## src/hdl/gdt_pkg.sv

```systemverilog
package gdt_pkg;

  localparam int unsigned TW         = 31;
  localparam logic [TW-1:0] T_SAT    = 31'h7FFF_FFFF;
  localparam int unsigned DIVIDEND_W = 48;
  localparam int unsigned DIVISOR_W  = 32;
  localparam int unsigned CW         = 4;
  localparam int unsigned IDX_W      = 12;

  localparam logic [2:0] CFG_GMIN_X = 3'd0;
  localparam logic [2:0] CFG_GMIN_Y = 3'd1;
  localparam logic [2:0] CFG_GMIN_Z = 3'd2;
  localparam logic [2:0] CFG_CS_X   = 3'd3;
  localparam logic [2:0] CFG_CS_Y   = 3'd4;
  localparam logic [2:0] CFG_CS_Z   = 3'd5;

  // One set-up ray handed from the front end to the walker.
  typedef struct packed {
    logic                   outside;
    logic [2:0]             step_pos;
    logic [2:0][CW-1:0]     pos;
    logic [2:0][TW-1:0]     tmax;
    logic [2:0][TW-1:0]     tdelta;
  } gdt_ray_t;

  typedef struct packed {
    logic                   start;
    logic [DIVIDEND_W-1:0]  dividend;
    logic [DIVISOR_W-1:0]   divisor;
  } gdt_div_req_t;

  typedef struct packed {
    logic                   done;
    logic [DIVIDEND_W-1:0]  quot;
    logic [DIVISOR_W-1:0]   rem;
  } gdt_div_rsp_t;

endpackage

```

## src/hdl/gdt_if.sv

```systemverilog
interface gdt_ray_if;
  logic               valid;
  logic               ready;
  logic signed [31:0] origin_x;
  logic signed [31:0] origin_y;
  logic signed [31:0] origin_z;
  logic signed [31:0] dir_x;
  logic signed [31:0] dir_y;
  logic signed [31:0] dir_z;
  modport source (output valid, origin_x, origin_y, origin_z, dir_x, dir_y, dir_z,
                  input ready);
  modport sink (input valid, origin_x, origin_y, origin_z, dir_x, dir_y, dir_z,
                output ready);
endinterface

interface gdt_cell_if;
  logic        valid;
  logic        ready;
  logic [3:0]  cell_x;
  logic [3:0]  cell_y;
  logic [3:0]  cell_z;
  logic [11:0] cell_index;
  logic [30:0] t_exit;
  logic        outside;
  logic        last;
  modport source (output valid, cell_x, cell_y, cell_z, cell_index, t_exit, outside, last,
                  input ready);
  modport sink (input valid, cell_x, cell_y, cell_z, cell_index, t_exit, outside, last,
                output ready);
endinterface

interface gdt_cfg_if;
  logic        valid;
  logic        ready;
  logic [2:0]  index;
  logic [31:0] data;
  modport source (output valid, index, data, input ready);
  modport sink (input valid, index, data, output ready);
endinterface

```

## src/hdl/grid_ray_cell_traversal.sv

```systemverilog
// Ray walker through a cubic grid of GRID_SIZE cells per side.
// ray_i takes one ray (origin and direction, signed Q16.16) per handshake.
// cell_o gives one word per visited cell, in walk order, with the cell
// coordinates, linear index and exit distance; the final word of a ray has
// last set. A ray that starts outside the grid gives a single word with
// outside and last set. cfg_i writes the grid corner and cell sizes; it is
// always ready. It is to be written only while the block is idle; the block
// itself does not enforce this. Set-up runs on one shared divider that yields
// one quotient bit per cycle; each division holds the front until it is done,
// and a zero direction component skips both of its divisions. ray_i is ready
// again the cycle after the hand-off of a ray into the queue. The walker then
// gives one cell per cycle while cell_o does not stall, up to 3*GRID_SIZE-2
// cells, and overlaps with the set-up of the next ray through a two-entry
// queue. The first word of a ray passes through the queue, the walker's ray
// register and the output register; an outside word goes from the queue
// straight to the output register.
// When cell_o stalls, the output word holds and the walker waits; once the
// queue is full the front holds its finished ray and ray_i stays not ready.
// Reset empties the queue, aborts any walk and sets corner 0 and cell size 1.0.
module grid_ray_cell_traversal #(
  parameter int unsigned GRID_SIZE = 16
) (
  input  logic        clk_i,
  input  logic        rst_ni,
  gdt_ray_if.sink     ray_i,
  gdt_cell_if.source  cell_o,
  gdt_cfg_if.sink     cfg_i
);
  import gdt_pkg::*;

  logic signed [2:0][31:0] gmin_q;
  logic        [2:0][30:0] cs_q;
  gdt_div_req_t            div_req;
  gdt_div_rsp_t            div_rsp;
  logic                    push, full, pop, empty;
  gdt_ray_t                push_data, pop_data;

  assign cfg_i.ready = 1'b1;

  always_ff @(posedge clk_i or negedge rst_ni) begin
    if (!rst_ni) begin
      gmin_q <= '0;
      cs_q   <= {3{31'd65536}};
    end else if (cfg_i.valid) begin
      case (cfg_i.index)
        CFG_GMIN_X: gmin_q[0] <= cfg_i.data;
        CFG_GMIN_Y: gmin_q[1] <= cfg_i.data;
        CFG_GMIN_Z: gmin_q[2] <= cfg_i.data;
        CFG_CS_X:   cs_q[0]   <= cfg_i.data[30:0];
        CFG_CS_Y:   cs_q[1]   <= cfg_i.data[30:0];
        CFG_CS_Z:   cs_q[2]   <= cfg_i.data[30:0];
        default: ;
      endcase
    end
  end

  gdt_div u_div (
    .clk_i  (clk_i),
    .rst_ni (rst_ni),
    .req_i  (div_req),
    .rsp_o  (div_rsp)
  );

  gdt_front #(.GRID_SIZE(GRID_SIZE)) u_front (
    .clk_i       (clk_i),
    .rst_ni      (rst_ni),
    .ray_i       (ray_i),
    .gmin_i      (gmin_q),
    .cs_i        (cs_q),
    .div_req_o   (div_req),
    .div_rsp_i   (div_rsp),
    .push_o      (push),
    .push_data_o (push_data),
    .full_i      (full)
  );

  gdt_fifo u_fifo (
    .clk_i       (clk_i),
    .rst_ni      (rst_ni),
    .push_i      (push),
    .push_data_i (push_data),
    .full_o      (full),
    .pop_i       (pop),
    .pop_data_o  (pop_data),
    .empty_o     (empty)
  );

  gdt_back #(.GRID_SIZE(GRID_SIZE)) u_back (
    .clk_i      (clk_i),
    .rst_ni     (rst_ni),
    .pop_data_i (pop_data),
    .empty_i    (empty),
    .pop_o      (pop),
    .cell_o     (cell_o)
  );

endmodule

```

## src/hdl/gdt_div.sv

```systemverilog
module gdt_div (
  input  logic                  clk_i,
  input  logic                  rst_ni,
  input  gdt_pkg::gdt_div_req_t req_i,
  output gdt_pkg::gdt_div_rsp_t rsp_o
);
  import gdt_pkg::*;

  localparam int unsigned CNT_W = $clog2(DIVIDEND_W);

  logic                  busy_q, done_q;
  logic [CNT_W-1:0]      cnt_q;
  logic [DIVIDEND_W-1:0] num_q;
  logic [DIVISOR_W-1:0]  rem_q, den_q;
  logic [DIVISOR_W:0]    rem_sh, rem_sub;
  logic                  ge;

  // Restoring division, one quotient bit per cycle; the dividend shifts out
  // at the top while quotient bits shift in at the bottom.
  always_comb begin
    rem_sh  = {rem_q, num_q[DIVIDEND_W-1]};
    ge      = rem_sh >= {1'b0, den_q};
    rem_sub = rem_sh - {1'b0, den_q};
  end

  always_ff @(posedge clk_i or negedge rst_ni) begin
    if (!rst_ni) begin
      busy_q <= 1'b0;
      done_q <= 1'b0;
      cnt_q  <= '0;
    end else begin
      done_q <= 1'b0;
      if (req_i.start) begin
        busy_q <= 1'b1;
        cnt_q  <= '0;
      end else if (busy_q) begin
        cnt_q <= cnt_q + 1'b1;
        if (cnt_q == CNT_W'(DIVIDEND_W - 1)) begin
          busy_q <= 1'b0;
          done_q <= 1'b1;
        end
      end
    end
  end

  always_ff @(posedge clk_i) begin
    if (req_i.start) begin
      num_q <= req_i.dividend;
      den_q <= req_i.divisor;
      rem_q <= '0;
    end else if (busy_q) begin
      num_q <= {num_q[DIVIDEND_W-2:0], ge};
      rem_q <= ge ? rem_sub[DIVISOR_W-1:0] : rem_sh[DIVISOR_W-1:0];
    end
  end

  assign rsp_o.done = done_q;
  assign rsp_o.quot = num_q;
  assign rsp_o.rem  = rem_q;

endmodule

```

## src/hdl/gdt_fifo.sv

```systemverilog
module gdt_fifo (
  input  logic              clk_i,
  input  logic              rst_ni,
  input  logic              push_i,
  input  gdt_pkg::gdt_ray_t push_data_i,
  output logic              full_o,
  input  logic              pop_i,
  output gdt_pkg::gdt_ray_t pop_data_o,
  output logic              empty_o
);
  import gdt_pkg::*;

  localparam int unsigned DEPTH = 2;
  localparam int unsigned PW    = $clog2(DEPTH);

  gdt_ray_t         mem_q [DEPTH];
  logic [PW-1:0]    wr_q, rd_q;
  logic [PW:0]      cnt_q;

  assign full_o     = cnt_q == (PW+1)'(DEPTH);
  assign empty_o    = cnt_q == '0;
  assign pop_data_o = mem_q[rd_q];

  always_ff @(posedge clk_i or negedge rst_ni) begin
    if (!rst_ni) begin
      wr_q  <= '0;
      rd_q  <= '0;
      cnt_q <= '0;
    end else begin
      if (push_i) wr_q <= wr_q + 1'b1;
      if (pop_i)  rd_q <= rd_q + 1'b1;
      cnt_q <= cnt_q + (PW+1)'(push_i) - (PW+1)'(pop_i);
    end
  end

  always_ff @(posedge clk_i) begin
    if (push_i) mem_q[wr_q] <= push_data_i;
  end

endmodule

```

## src/hdl/gdt_front.sv

```systemverilog
module gdt_front #(
  parameter int unsigned GRID_SIZE = 16
) (
  input  logic                        clk_i,
  input  logic                        rst_ni,
  gdt_ray_if.sink                     ray_i,
  input  logic signed [2:0][31:0]     gmin_i,
  input  logic        [2:0][30:0]     cs_i,
  output gdt_pkg::gdt_div_req_t       div_req_o,
  input  gdt_pkg::gdt_div_rsp_t       div_rsp_i,
  output logic                        push_o,
  output gdt_pkg::gdt_ray_t           push_data_o,
  input  logic                        full_i
);
  import gdt_pkg::*;

  localparam logic [1:0] S_IDLE  = 2'd0;
  localparam logic [1:0] S_ISSUE = 2'd1;
  localparam logic [1:0] S_WAIT  = 2'd2;
  localparam logic [1:0] S_PUSH  = 2'd3;
  localparam logic [3:0] OP_LAST = 4'd8;

  logic [1:0]              state_q;
  logic [3:0]              op_q;
  logic signed [2:0][32:0] off_q;
  logic signed [2:0][31:0] dir_q;
  logic [2:0][30:0]        cs_q;
  logic [2:0][30:0]        rem_q;
  gdt_ray_t                ray_q;

  logic [1:0]  ax;
  logic        is_cell, is_tmax, dir_zero, step_pos;
  logic [31:0] dmag;
  logic [30:0] mag;
  logic        sat;

  // Operations 0-2 find the start cell, 3-5 tmax and 6-8 tdelta per axis.
  always_comb begin
    if (op_q < 4'd3) ax = op_q[1:0];
    else if (op_q < 4'd6) ax = 2'(op_q - 4'd3);
    else ax = 2'(op_q - 4'd6);
    is_cell  = op_q < 4'd3;
    is_tmax  = !is_cell && op_q < 4'd6;
    dir_zero = dir_q[ax] == '0;
    step_pos = !dir_zero && !dir_q[ax][31];
    dmag     = dir_q[ax][31] ? 32'(-dir_q[ax]) : 32'(dir_q[ax]);
    mag      = step_pos ? cs_q[ax] - rem_q[ax] : rem_q[ax];
    sat      = div_rsp_i.quot[DIVIDEND_W-1:TW] != '0;

    div_req_o.start    = 1'b0;
    div_req_o.dividend = '0;
    div_req_o.divisor  = '0;
    if (state_q == S_ISSUE) begin
      if (is_cell) begin
        div_req_o.start    = !off_q[ax][32];
        div_req_o.dividend = DIVIDEND_W'(off_q[ax][31:0]);
        div_req_o.divisor  = DIVISOR_W'(cs_q[ax]);
      end else begin
        div_req_o.start    = !dir_zero;
        div_req_o.dividend = is_tmax ? DIVIDEND_W'({mag, 16'h0})
                                     : DIVIDEND_W'({cs_q[ax], 16'h0});
        div_req_o.divisor  = dmag;
      end
    end
  end

  assign ray_i.ready = state_q == S_IDLE;
  assign push_o      = state_q == S_PUSH && !full_i;
  assign push_data_o = ray_q;

  always_ff @(posedge clk_i or negedge rst_ni) begin
    if (!rst_ni) begin
      state_q <= S_IDLE;
      op_q    <= '0;
    end else begin
      case (state_q)
        S_IDLE: begin
          if (ray_i.valid) begin
            state_q <= S_ISSUE;
            op_q    <= '0;
          end
        end
        S_ISSUE: begin
          if (is_cell && off_q[ax][32]) begin
            state_q <= S_PUSH;
          end else if (!is_cell && dir_zero) begin
            if (op_q == OP_LAST) state_q <= S_PUSH;
            else op_q <= op_q + 1'b1;
          end else begin
            state_q <= S_WAIT;
          end
        end
        S_WAIT: begin
          if (div_rsp_i.done) begin
            if (is_cell && div_rsp_i.quot >= DIVIDEND_W'(GRID_SIZE)) begin
              state_q <= S_PUSH;
            end else if (op_q == OP_LAST) begin
              state_q <= S_PUSH;
            end else begin
              state_q <= S_ISSUE;
              op_q    <= op_q + 1'b1;
            end
          end
        end
        S_PUSH: begin
          if (!full_i) state_q <= S_IDLE;
        end
        default: state_q <= S_IDLE;
      endcase
    end
  end

  // The walker ignores every other field of an outside word.
  always_ff @(posedge clk_i) begin
    if (state_q == S_IDLE && ray_i.valid) begin
      off_q[0] <= 33'(ray_i.origin_x) - 33'($signed(gmin_i[0]));
      off_q[1] <= 33'(ray_i.origin_y) - 33'($signed(gmin_i[1]));
      off_q[2] <= 33'(ray_i.origin_z) - 33'($signed(gmin_i[2]));
      dir_q[0] <= ray_i.dir_x;
      dir_q[1] <= ray_i.dir_y;
      dir_q[2] <= ray_i.dir_z;
      for (int a = 0; a < 3; a++) begin
        cs_q[a] <= (cs_i[a] == '0) ? 31'd1 : cs_i[a];
      end
      ray_q <= '0;
    end else if (state_q == S_ISSUE) begin
      if (is_cell && off_q[ax][32]) begin
        ray_q.outside <= 1'b1;
      end else if (!is_cell && dir_zero) begin
        ray_q.step_pos[ax] <= 1'b0;
        if (is_tmax) ray_q.tmax[ax] <= T_SAT;
        else ray_q.tdelta[ax] <= '0;
      end
    end else if (state_q == S_WAIT && div_rsp_i.done) begin
      if (is_cell) begin
        if (div_rsp_i.quot >= DIVIDEND_W'(GRID_SIZE)) begin
          ray_q.outside <= 1'b1;
        end else begin
          ray_q.pos[ax] <= div_rsp_i.quot[CW-1:0];
          rem_q[ax]     <= div_rsp_i.rem[TW-1:0];
        end
      end else begin
        ray_q.step_pos[ax] <= step_pos;
        if (is_tmax) ray_q.tmax[ax] <= sat ? T_SAT : div_rsp_i.quot[TW-1:0];
        else ray_q.tdelta[ax] <= sat ? T_SAT : div_rsp_i.quot[TW-1:0];
      end
    end
  end

endmodule

```

## src/hdl/gdt_back.sv

```systemverilog
module gdt_back #(
  parameter int unsigned GRID_SIZE = 16
) (
  input  logic              clk_i,
  input  logic              rst_ni,
  input  gdt_pkg::gdt_ray_t pop_data_i,
  input  logic              empty_i,
  output logic              pop_o,
  gdt_cell_if.source        cell_o
);
  import gdt_pkg::*;

  localparam int unsigned MAX_CELLS = 3 * GRID_SIZE - 2;
  localparam int unsigned KW        = $clog2(MAX_CELLS);

  logic                active_q;
  logic [KW-1:0]       k_q;
  gdt_ray_t            ray_q;

  logic                out_valid_q;
  logic [2:0][CW-1:0]  out_cell_q;
  logic [IDX_W-1:0]    out_idx_q;
  logic [TW-1:0]       out_t_q;
  logic                out_outside_q, out_last_q;

  logic                slot_free, emit;
  logic [1:0]          ax;
  logic [TW-1:0]       t_sel, td_sel;
  logic [TW:0]         t_sum;
  logic                done;
  logic [IDX_W-1:0]    idx;

  assign slot_free = !out_valid_q || cell_o.ready;
  assign pop_o     = !active_q && !empty_i && slot_free;
  assign emit      = active_q && slot_free;

  // Smallest tmax wins; on equal values the later axis wins (z before y before x).
  always_comb begin
    if (ray_q.tmax[0] < ray_q.tmax[1]) ax = (ray_q.tmax[0] < ray_q.tmax[2]) ? 2'd0 : 2'd2;
    else ax = (ray_q.tmax[1] < ray_q.tmax[2]) ? 2'd1 : 2'd2;
    t_sel  = ray_q.tmax[ax];
    td_sel = ray_q.tdelta[ax];
    t_sum  = {1'b0, t_sel} + {1'b0, td_sel};
    done   = (ray_q.step_pos[ax] ? ray_q.pos[ax] == CW'(GRID_SIZE - 1)
                                 : ray_q.pos[ax] == '0)
             || k_q == KW'(MAX_CELLS - 1);
    idx    = IDX_W'(ray_q.pos[0]) + IDX_W'(ray_q.pos[1]) * IDX_W'(GRID_SIZE)
             + IDX_W'(ray_q.pos[2]) * IDX_W'(GRID_SIZE * GRID_SIZE);
  end

  always_ff @(posedge clk_i or negedge rst_ni) begin
    if (!rst_ni) begin
      active_q    <= 1'b0;
      out_valid_q <= 1'b0;
      k_q         <= '0;
    end else begin
      out_valid_q <= (pop_o && pop_data_i.outside) || emit
                     || (out_valid_q && !cell_o.ready);
      if (pop_o) begin
        k_q <= '0;
        if (!pop_data_i.outside) active_q <= 1'b1;
      end else if (emit) begin
        k_q <= k_q + 1'b1;
        if (done) active_q <= 1'b0;
      end
    end
  end

  always_ff @(posedge clk_i) begin
    if (pop_o) begin
      ray_q <= pop_data_i;
      if (pop_data_i.outside) begin
        out_cell_q    <= '0;
        out_idx_q     <= '0;
        out_t_q       <= '0;
        out_outside_q <= 1'b1;
        out_last_q    <= 1'b1;
      end
    end else if (emit) begin
      out_cell_q    <= ray_q.pos;
      out_idx_q     <= idx;
      out_t_q       <= t_sel;
      out_outside_q <= 1'b0;
      out_last_q    <= done;
      ray_q.tmax[ax] <= t_sum[TW] ? T_SAT : t_sum[TW-1:0];
      ray_q.pos[ax]  <= ray_q.step_pos[ax] ? ray_q.pos[ax] + 1'b1 : ray_q.pos[ax] - 1'b1;
    end
  end

  assign cell_o.valid      = out_valid_q;
  assign cell_o.cell_x     = out_cell_q[0];
  assign cell_o.cell_y     = out_cell_q[1];
  assign cell_o.cell_z     = out_cell_q[2];
  assign cell_o.cell_index = out_idx_q;
  assign cell_o.t_exit     = out_t_q;
  assign cell_o.outside    = out_outside_q;
  assign cell_o.last       = out_last_q;

endmodule

```

## src/flat_wrapper.sv

```systemverilog
// flat-port wrapper written by rule: the top's interface ports become plain ports
module grid_ray_cell_traversal_flat import gdt_pkg::*;
#(
  parameter int unsigned GRID_SIZE = 16
)
  (clk_i, rst_ni, ray_i_valid, ray_i_origin_x, ray_i_origin_y, ray_i_origin_z, ray_i_dir_x, ray_i_dir_y, ray_i_dir_z, ray_i_ready, cell_o_valid, cell_o_cell_x, cell_o_cell_y, cell_o_cell_z, cell_o_cell_index, cell_o_t_exit, cell_o_outside, cell_o_last, cell_o_ready, cfg_i_valid, cfg_i_index, cfg_i_data, cfg_i_ready);
  gdt_ray_if ray_i_i ();
  gdt_cell_if cell_o_i ();
  gdt_cfg_if cfg_i_i ();
  input  logic clk_i;
  input  logic rst_ni;
  input wire logic [$bits(ray_i_i.valid)-1:0] ray_i_valid;
  input wire logic [$bits(ray_i_i.origin_x)-1:0] ray_i_origin_x;
  input wire logic [$bits(ray_i_i.origin_y)-1:0] ray_i_origin_y;
  input wire logic [$bits(ray_i_i.origin_z)-1:0] ray_i_origin_z;
  input wire logic [$bits(ray_i_i.dir_x)-1:0] ray_i_dir_x;
  input wire logic [$bits(ray_i_i.dir_y)-1:0] ray_i_dir_y;
  input wire logic [$bits(ray_i_i.dir_z)-1:0] ray_i_dir_z;
  output wire logic [$bits(ray_i_i.ready)-1:0] ray_i_ready;
  output wire logic [$bits(cell_o_i.valid)-1:0] cell_o_valid;
  output wire logic [$bits(cell_o_i.cell_x)-1:0] cell_o_cell_x;
  output wire logic [$bits(cell_o_i.cell_y)-1:0] cell_o_cell_y;
  output wire logic [$bits(cell_o_i.cell_z)-1:0] cell_o_cell_z;
  output wire logic [$bits(cell_o_i.cell_index)-1:0] cell_o_cell_index;
  output wire logic [$bits(cell_o_i.t_exit)-1:0] cell_o_t_exit;
  output wire logic [$bits(cell_o_i.outside)-1:0] cell_o_outside;
  output wire logic [$bits(cell_o_i.last)-1:0] cell_o_last;
  input wire logic [$bits(cell_o_i.ready)-1:0] cell_o_ready;
  input wire logic [$bits(cfg_i_i.valid)-1:0] cfg_i_valid;
  input wire logic [$bits(cfg_i_i.index)-1:0] cfg_i_index;
  input wire logic [$bits(cfg_i_i.data)-1:0] cfg_i_data;
  output wire logic [$bits(cfg_i_i.ready)-1:0] cfg_i_ready;
  assign ray_i_i.valid = ray_i_valid;
  assign ray_i_i.origin_x = ray_i_origin_x;
  assign ray_i_i.origin_y = ray_i_origin_y;
  assign ray_i_i.origin_z = ray_i_origin_z;
  assign ray_i_i.dir_x = ray_i_dir_x;
  assign ray_i_i.dir_y = ray_i_dir_y;
  assign ray_i_i.dir_z = ray_i_dir_z;
  assign ray_i_ready = ray_i_i.ready;
  assign cell_o_valid = cell_o_i.valid;
  assign cell_o_cell_x = cell_o_i.cell_x;
  assign cell_o_cell_y = cell_o_i.cell_y;
  assign cell_o_cell_z = cell_o_i.cell_z;
  assign cell_o_cell_index = cell_o_i.cell_index;
  assign cell_o_t_exit = cell_o_i.t_exit;
  assign cell_o_outside = cell_o_i.outside;
  assign cell_o_last = cell_o_i.last;
  assign cell_o_i.ready = cell_o_ready;
  assign cfg_i_i.valid = cfg_i_valid;
  assign cfg_i_i.index = cfg_i_index;
  assign cfg_i_i.data = cfg_i_data;
  assign cfg_i_ready = cfg_i_i.ready;
  grid_ray_cell_traversal #(.GRID_SIZE(GRID_SIZE)) u_core (.clk_i(clk_i), .rst_ni(rst_ni), .ray_i(ray_i_i), .cell_o(cell_o_i), .cfg_i(cfg_i_i));
endmodule
```

## config.mk

```make
export PLATFORM = sky130hd
export DESIGN_NAME = grid_ray_cell_traversal_flat
export DESIGN_NICKNAME = d
export VERILOG_FILES = /design/src/hdl/gdt_pkg.sv /design/src/hdl/gdt_if.sv /design/src/hdl/grid_ray_cell_traversal.sv /design/src/hdl/gdt_div.sv /design/src/hdl/gdt_fifo.sv /design/src/hdl/gdt_front.sv /design/src/hdl/gdt_back.sv /design/src/flat_wrapper.sv
export SDC_FILE = /design/constraint.sdc
export NUM_CORES = 2
export LEC_CHECK = 0
export BUFFER_PORTS_ARGS = -buffer_cell sky130_fd_sc_hd__clkbuf_2
export CORE_UTILIZATION = 62
export DETAILED_ROUTE_END_ITERATION = 6
export PLACE_DENSITY = 0.82
export SYNTH_ARGS = -nofsm -noshare
export SYNTH_HDL_FRONTEND = slang
export SYNTH_SLANG_ARGS = --single-unit
```

## constraint.sdc

```tcl
create_clock -name clk_i -period 11.2 [get_ports clk_i]
set_clock_uncertainty 0.2 [all_clocks]
set_input_delay 0 -clock clk_i [delete_from_list [all_inputs] [get_ports clk_i]]
set_output_delay 0 -clock clk_i [all_outputs]
set_load 0.005 [all_outputs]
```

==> results.md <==
* Worst path arrival time at between 8000 and 9000 ps
* Seq/Total Area, Yosys at 60.2%
* Avg Vias per Cell at roughly 6.5
* DRT antenna net count at 0
* Row Count at ~120
* Drt first pass iters at 7
* Synth Instances at between 6k and 7k
* Global Route met1 Usage at between 40% and 50%
* Final #Nets at a little over 7k
* Tightest Pin Transition at roughly 1300 ps
* Total number of vias at between 50k and 60k
* Critical path class: flip-flop to flip-flop
* Post-synthesis mux area share at approximately 6.4%
* Initial Util at a little over three fifths
* Initial antenna violation count at 14
* Total congestion overflow at 0
* CTS H-tree lvls at 4
* Die Y at ~340 um
* Clock Latency Late Sink at 820 ps
* Boundary Pins at 292
* Unrepaired setup endpoints after global routing: false
* CTS tree: built
* DR iter-0 viols at roughly 6.3k
* Simple-gate share of the synthesized area at roughly 8.7%
* GR Util met3 at roughly 7%
* Core area at around 110,000 um2
* Tmin final at between 8000 and 9000 ps
* Post-Synthesis Net Count at around 6.6k
* R2r startpoint: u_core.u_front.op_q[0]$_DFFE_PN0P_
* Post-route DRC violation count at 1
* Reg2reg end: u_core.u_div.num_q[41]$_DFFE_PP_
* Seq cells post-synth at approximately 1.6k
* Clk sinks at about 1.6k
* F_max at roughly 0.12 GHz
* Clock transition at path regs at ~70 ps
* Register-to-register setup slack at 2980 ps
* Die area at roughly 120,000 um2
* Vias in the first global route at 53.7k
* Post-synth top flop: edfxtp_1
* Crit-path max FO at 72
* Drt wl/cell at 26.4 um
* Num CTS Buffers at 156
* Reg2Reg Depth at 17
* First-pass GRT wire length at 322,000 um
* Post-synth EDFFs at 1,111
* Post-CTS Setup Repair Bufs at 0
* GP Congestion at a little over 0.9
* Post-synthesis compound-gate area fraction at between 10% and 20%
* Synth Area in XOR/XNOR at under 10%
* Die Wd at 343 um
* Critical Path Source Type: flip-flop
* Largest family of logic cells by synthesized area: compound AO/OA/AOI/OAI gates
* Worst setup EP type: flip-flop
* Synth Area per Inst at about 12 um2
* Setup Viol. Count Final at 0
* Area Overhead vs Synth at 17.3%
* Layout filler cell count at about 7.0k
* CP Capture Point: u_core.u_div.num_q[41]$_DFFE_PP_
* Final Slew Violations at 0
* Hold Vio Cnt, Final at 0
* HP Start: ray_i_origin_x[0]
* Largest net degree at the start of global routing at ~160
* Routed wire length at 218,000 um
* CP startpoint: u_core.u_front.op_q[0]$_DFFE_PN0P_
* Run status: finished with violations
* Slew HR at between 10% and 20%
* Failing checks: design-rule violations
* Max-Cap Viols at 0
* Global route hottest layer: met2
* Synth warn at 0
* Post-Syn Area at a little over 70,000 um2
* GRT Util Overall at about 37%
* Setup TNS at 0 ps
* Number of port buffers at between 200 and 300
* Distinct cells, synth at 93
* Met2 GRT Util at roughly three fifths
* Root buffer cell: clkbuf_16
* CP required at between 10,000 and 15,000 ps
* Clock tree buffer depth at 3
* Area share of fa/ha/maj cells after synthesis at ~5.3%
* HPWL after DPL at between 100,000 and 150,000 um
* Layout cell share with drive strength beyond 1 at between 10% and 20%
* Fin crit share at 73.4%
* Worst Hold Class: input port to flip-flop
* Async S/R FF share, synth at 13.8%
## synthesized netlist by cell type, drive strengths merged, types with 8 or more instances
library cell / number / area, um2
edfxtp: 1111 / 33400
nand2: 633 / 2380
a21oi: 420 / 2100
o21ai: 379 / 1900
clkbuf: 333 / 1250
nor2: 308 / 1160
ha: 294 / 3680
inv: 274 / 1030
dfxtp: 234 / 4680
mux2i: 226 / 2260
dfrtp: 212 / 5310
mux2: 207 / 2330
xnor2: 133 / 1170
a21o: 105 / 788
o22ai: 98 / 613
o221a: 95 / 1070
buf: 75 / 423
nand3: 75 / 375
nor3: 63 / 320
xor2: 61 / 534
a31oi: 60 / 375
a211oi: 58 / 440
a22oi: 58 / 435
and2: 50 / 313
nor4: 43 / 275
nand4: 42 / 263
nor2b: 38 / 238
nand2b: 36 / 225
o31ai: 33 / 248
and3: 27 / 169
or2: 23 / 144
o21a: 22 / 165
o21bai: 18 / 135
or3: 18 / 113
o211ai: 14 / 105
a31o: 10 / 87.6
o41ai: 10 / 106
a211o: 9 / 78.8
o221ai: 9 / 78.8
o2bb2ai: 9 / 78.8
o311ai: 8 / 95.1
o31a: 8 / 70.1
## sequential cells by signal (all words and copies together) (netlist names), 2 cells and up
signal	cells
u_core.gmin_q	96
u_core.u_back.cell_o.t_exit	31
u_core.u_div.rem_q	32
u_core.u_front.dir_q	96
u_core.u_front.state_q	2
u_core.u_back.cell_o.cell_index	11
u_core.u_back.k_q	6
u_core.u_front.push_data_o	202
u_core.u_fifo.cnt_q	2
u_core.cs_q	93
u_core.u_div.num_q	48
u_core.u_front.off_q	99
u_core.u_front.cs_q	93
u_core.u_back.ray_q	201
u_core.u_front.rem_q	93
u_core.u_div.cnt_q	6
u_core.u_front.op_q	4
u_core.u_div.den_q	32
u_core.u_fifo.mem_q	404
## layout by cell type, fill, tap and decap left out, types with 40 or more instances in the layout
master / instances
dlygate4sd3_1: 446
clkbuf_16: 162
ha_1: 294
a21o_1: 105
nand4_1: 42
dfrtp_1: 210
a31oi_1: 60
xor2_1: 61
o22ai_1: 98
clkbuf_1: 45
o221a_2: 95
nor3_1: 55
inv_1: 272
and2_1: 49
edfxtp_1: 1111
buf_4: 60
nand3_1: 74
clkbuf_2: 289
o21ai_0: 372
a21oi_1: 418
a22oi_1: 58
nor2_1: 299
dfxtp_1: 234
mux2_2: 207
a211oi_1: 57
nor4_1: 40
mux2i_1: 226
nand2_1: 628
xnor2_1: 131
## routing by layer
| metal | vias to the layer above | part of all wire (%) |
|---|---|---|
| met5 | - | 0.016 |
| met4 | 6 | 7.8 |
| met3 | 984 | 9.6 |
| met2 | 3501 | 47 |
| met1 | 26200 | 36 |
| li1 | 23400 | - |
## kinds of logic after synthesis
kind of cell | count (synthesis)
flip-flops | 1560
AO/OA/AOI/OAI | 1487
buffers and inverters | 684
adder cells (fa/ha/maj) | 301
AND/OR/NAND/NOR | 1392
other | 1
multiplexers | 433
XOR/XNOR | 195
## worst min path at each step
| stage | endpoint | slack, ps | cells after the start |
|---|---|---|---|
| floorplan | u_core.cs_q[0]$_DFFE_PN0P_ | -500 | 0 |
| global placement | u_core.gmin_q[4]$_DFFE_PN0P_ | -150 | 1 |
| detailed placement | u_core.gmin_q[4]$_DFFE_PN0P_ | -150 | 1 |
| CTS | u_core.gmin_q[44]$_DFFE_PN0P_ | 4 | 4 |
| global route | u_core.u_front.off_q[0]$_DFFE_PP_ | 50 | 5 |
| finish | u_core.u_front.off_q[0]$_DFFE_PP_ | 60 | 5 |
## worst max-delay path, stage by stage, from the launching register on
cell and delay, ps:
dfrtp_1 560, ha_1 370, nand2b_1 120, a21oi_2 220, xnor2_2 140, buf_4 670
nor2_4 330, o2bb2ai_1 300, inv_1 120, ha_1 210, o31ai_1 130, nor4_1 750
nand2_1 330, or4_1 790, o311ai_4 700, and2_2 240, buf_4 610, nand2_2 840
## final cells by class
type | count | area [um2] | area share (%)
clock buffer | 227 | 4500 | 5.32
timing repair buffer | 802 | 6490 | 7.68
antenna | 10 | 25.0 | 0.0296
tap | 1512 | 1890 | 2.24
sequential | 1560 | 43400 | 51.3
multi-input combinational | 3809 | 26200 | 31.0
clock inverter | 67 | 961 | 1.14
inverter | 276 | 1050 | 1.24
## stage by stage
| stage | hold WS (ps) | std cells | util, % | cell area [um2] | worst slack [ps] |
|---|---|---|---|---|---|
| final | 56.0 | 8263 | 73.7 | 84600 | 2980 |
| after global placement | -149 | 7511 | 65.0 | 74600 | 2890 |
| after CTS | 3.54 | 8253 | 73.7 | 84600 | 3290 |
| after floorplan | -496 | 6053 | - | 72100 | 1020 |
| after detailed placement | -150 | 7512 | 65.0 | 74600 | 3330 |
| after global routing | 46.2 | 8262 | 73.7 | 84600 | 2680 |
## repair_timing
item | CTS | global route
setup endpoints to repair | 0 | 0
resized for setup | 0 | 0
hold buffers | 447 | 0
endpoints found under the hold margin | 756 | 0
Power is not shown: default switching activity piles up to over one toggle a cycle in this logic, so the estimate is an artifact.
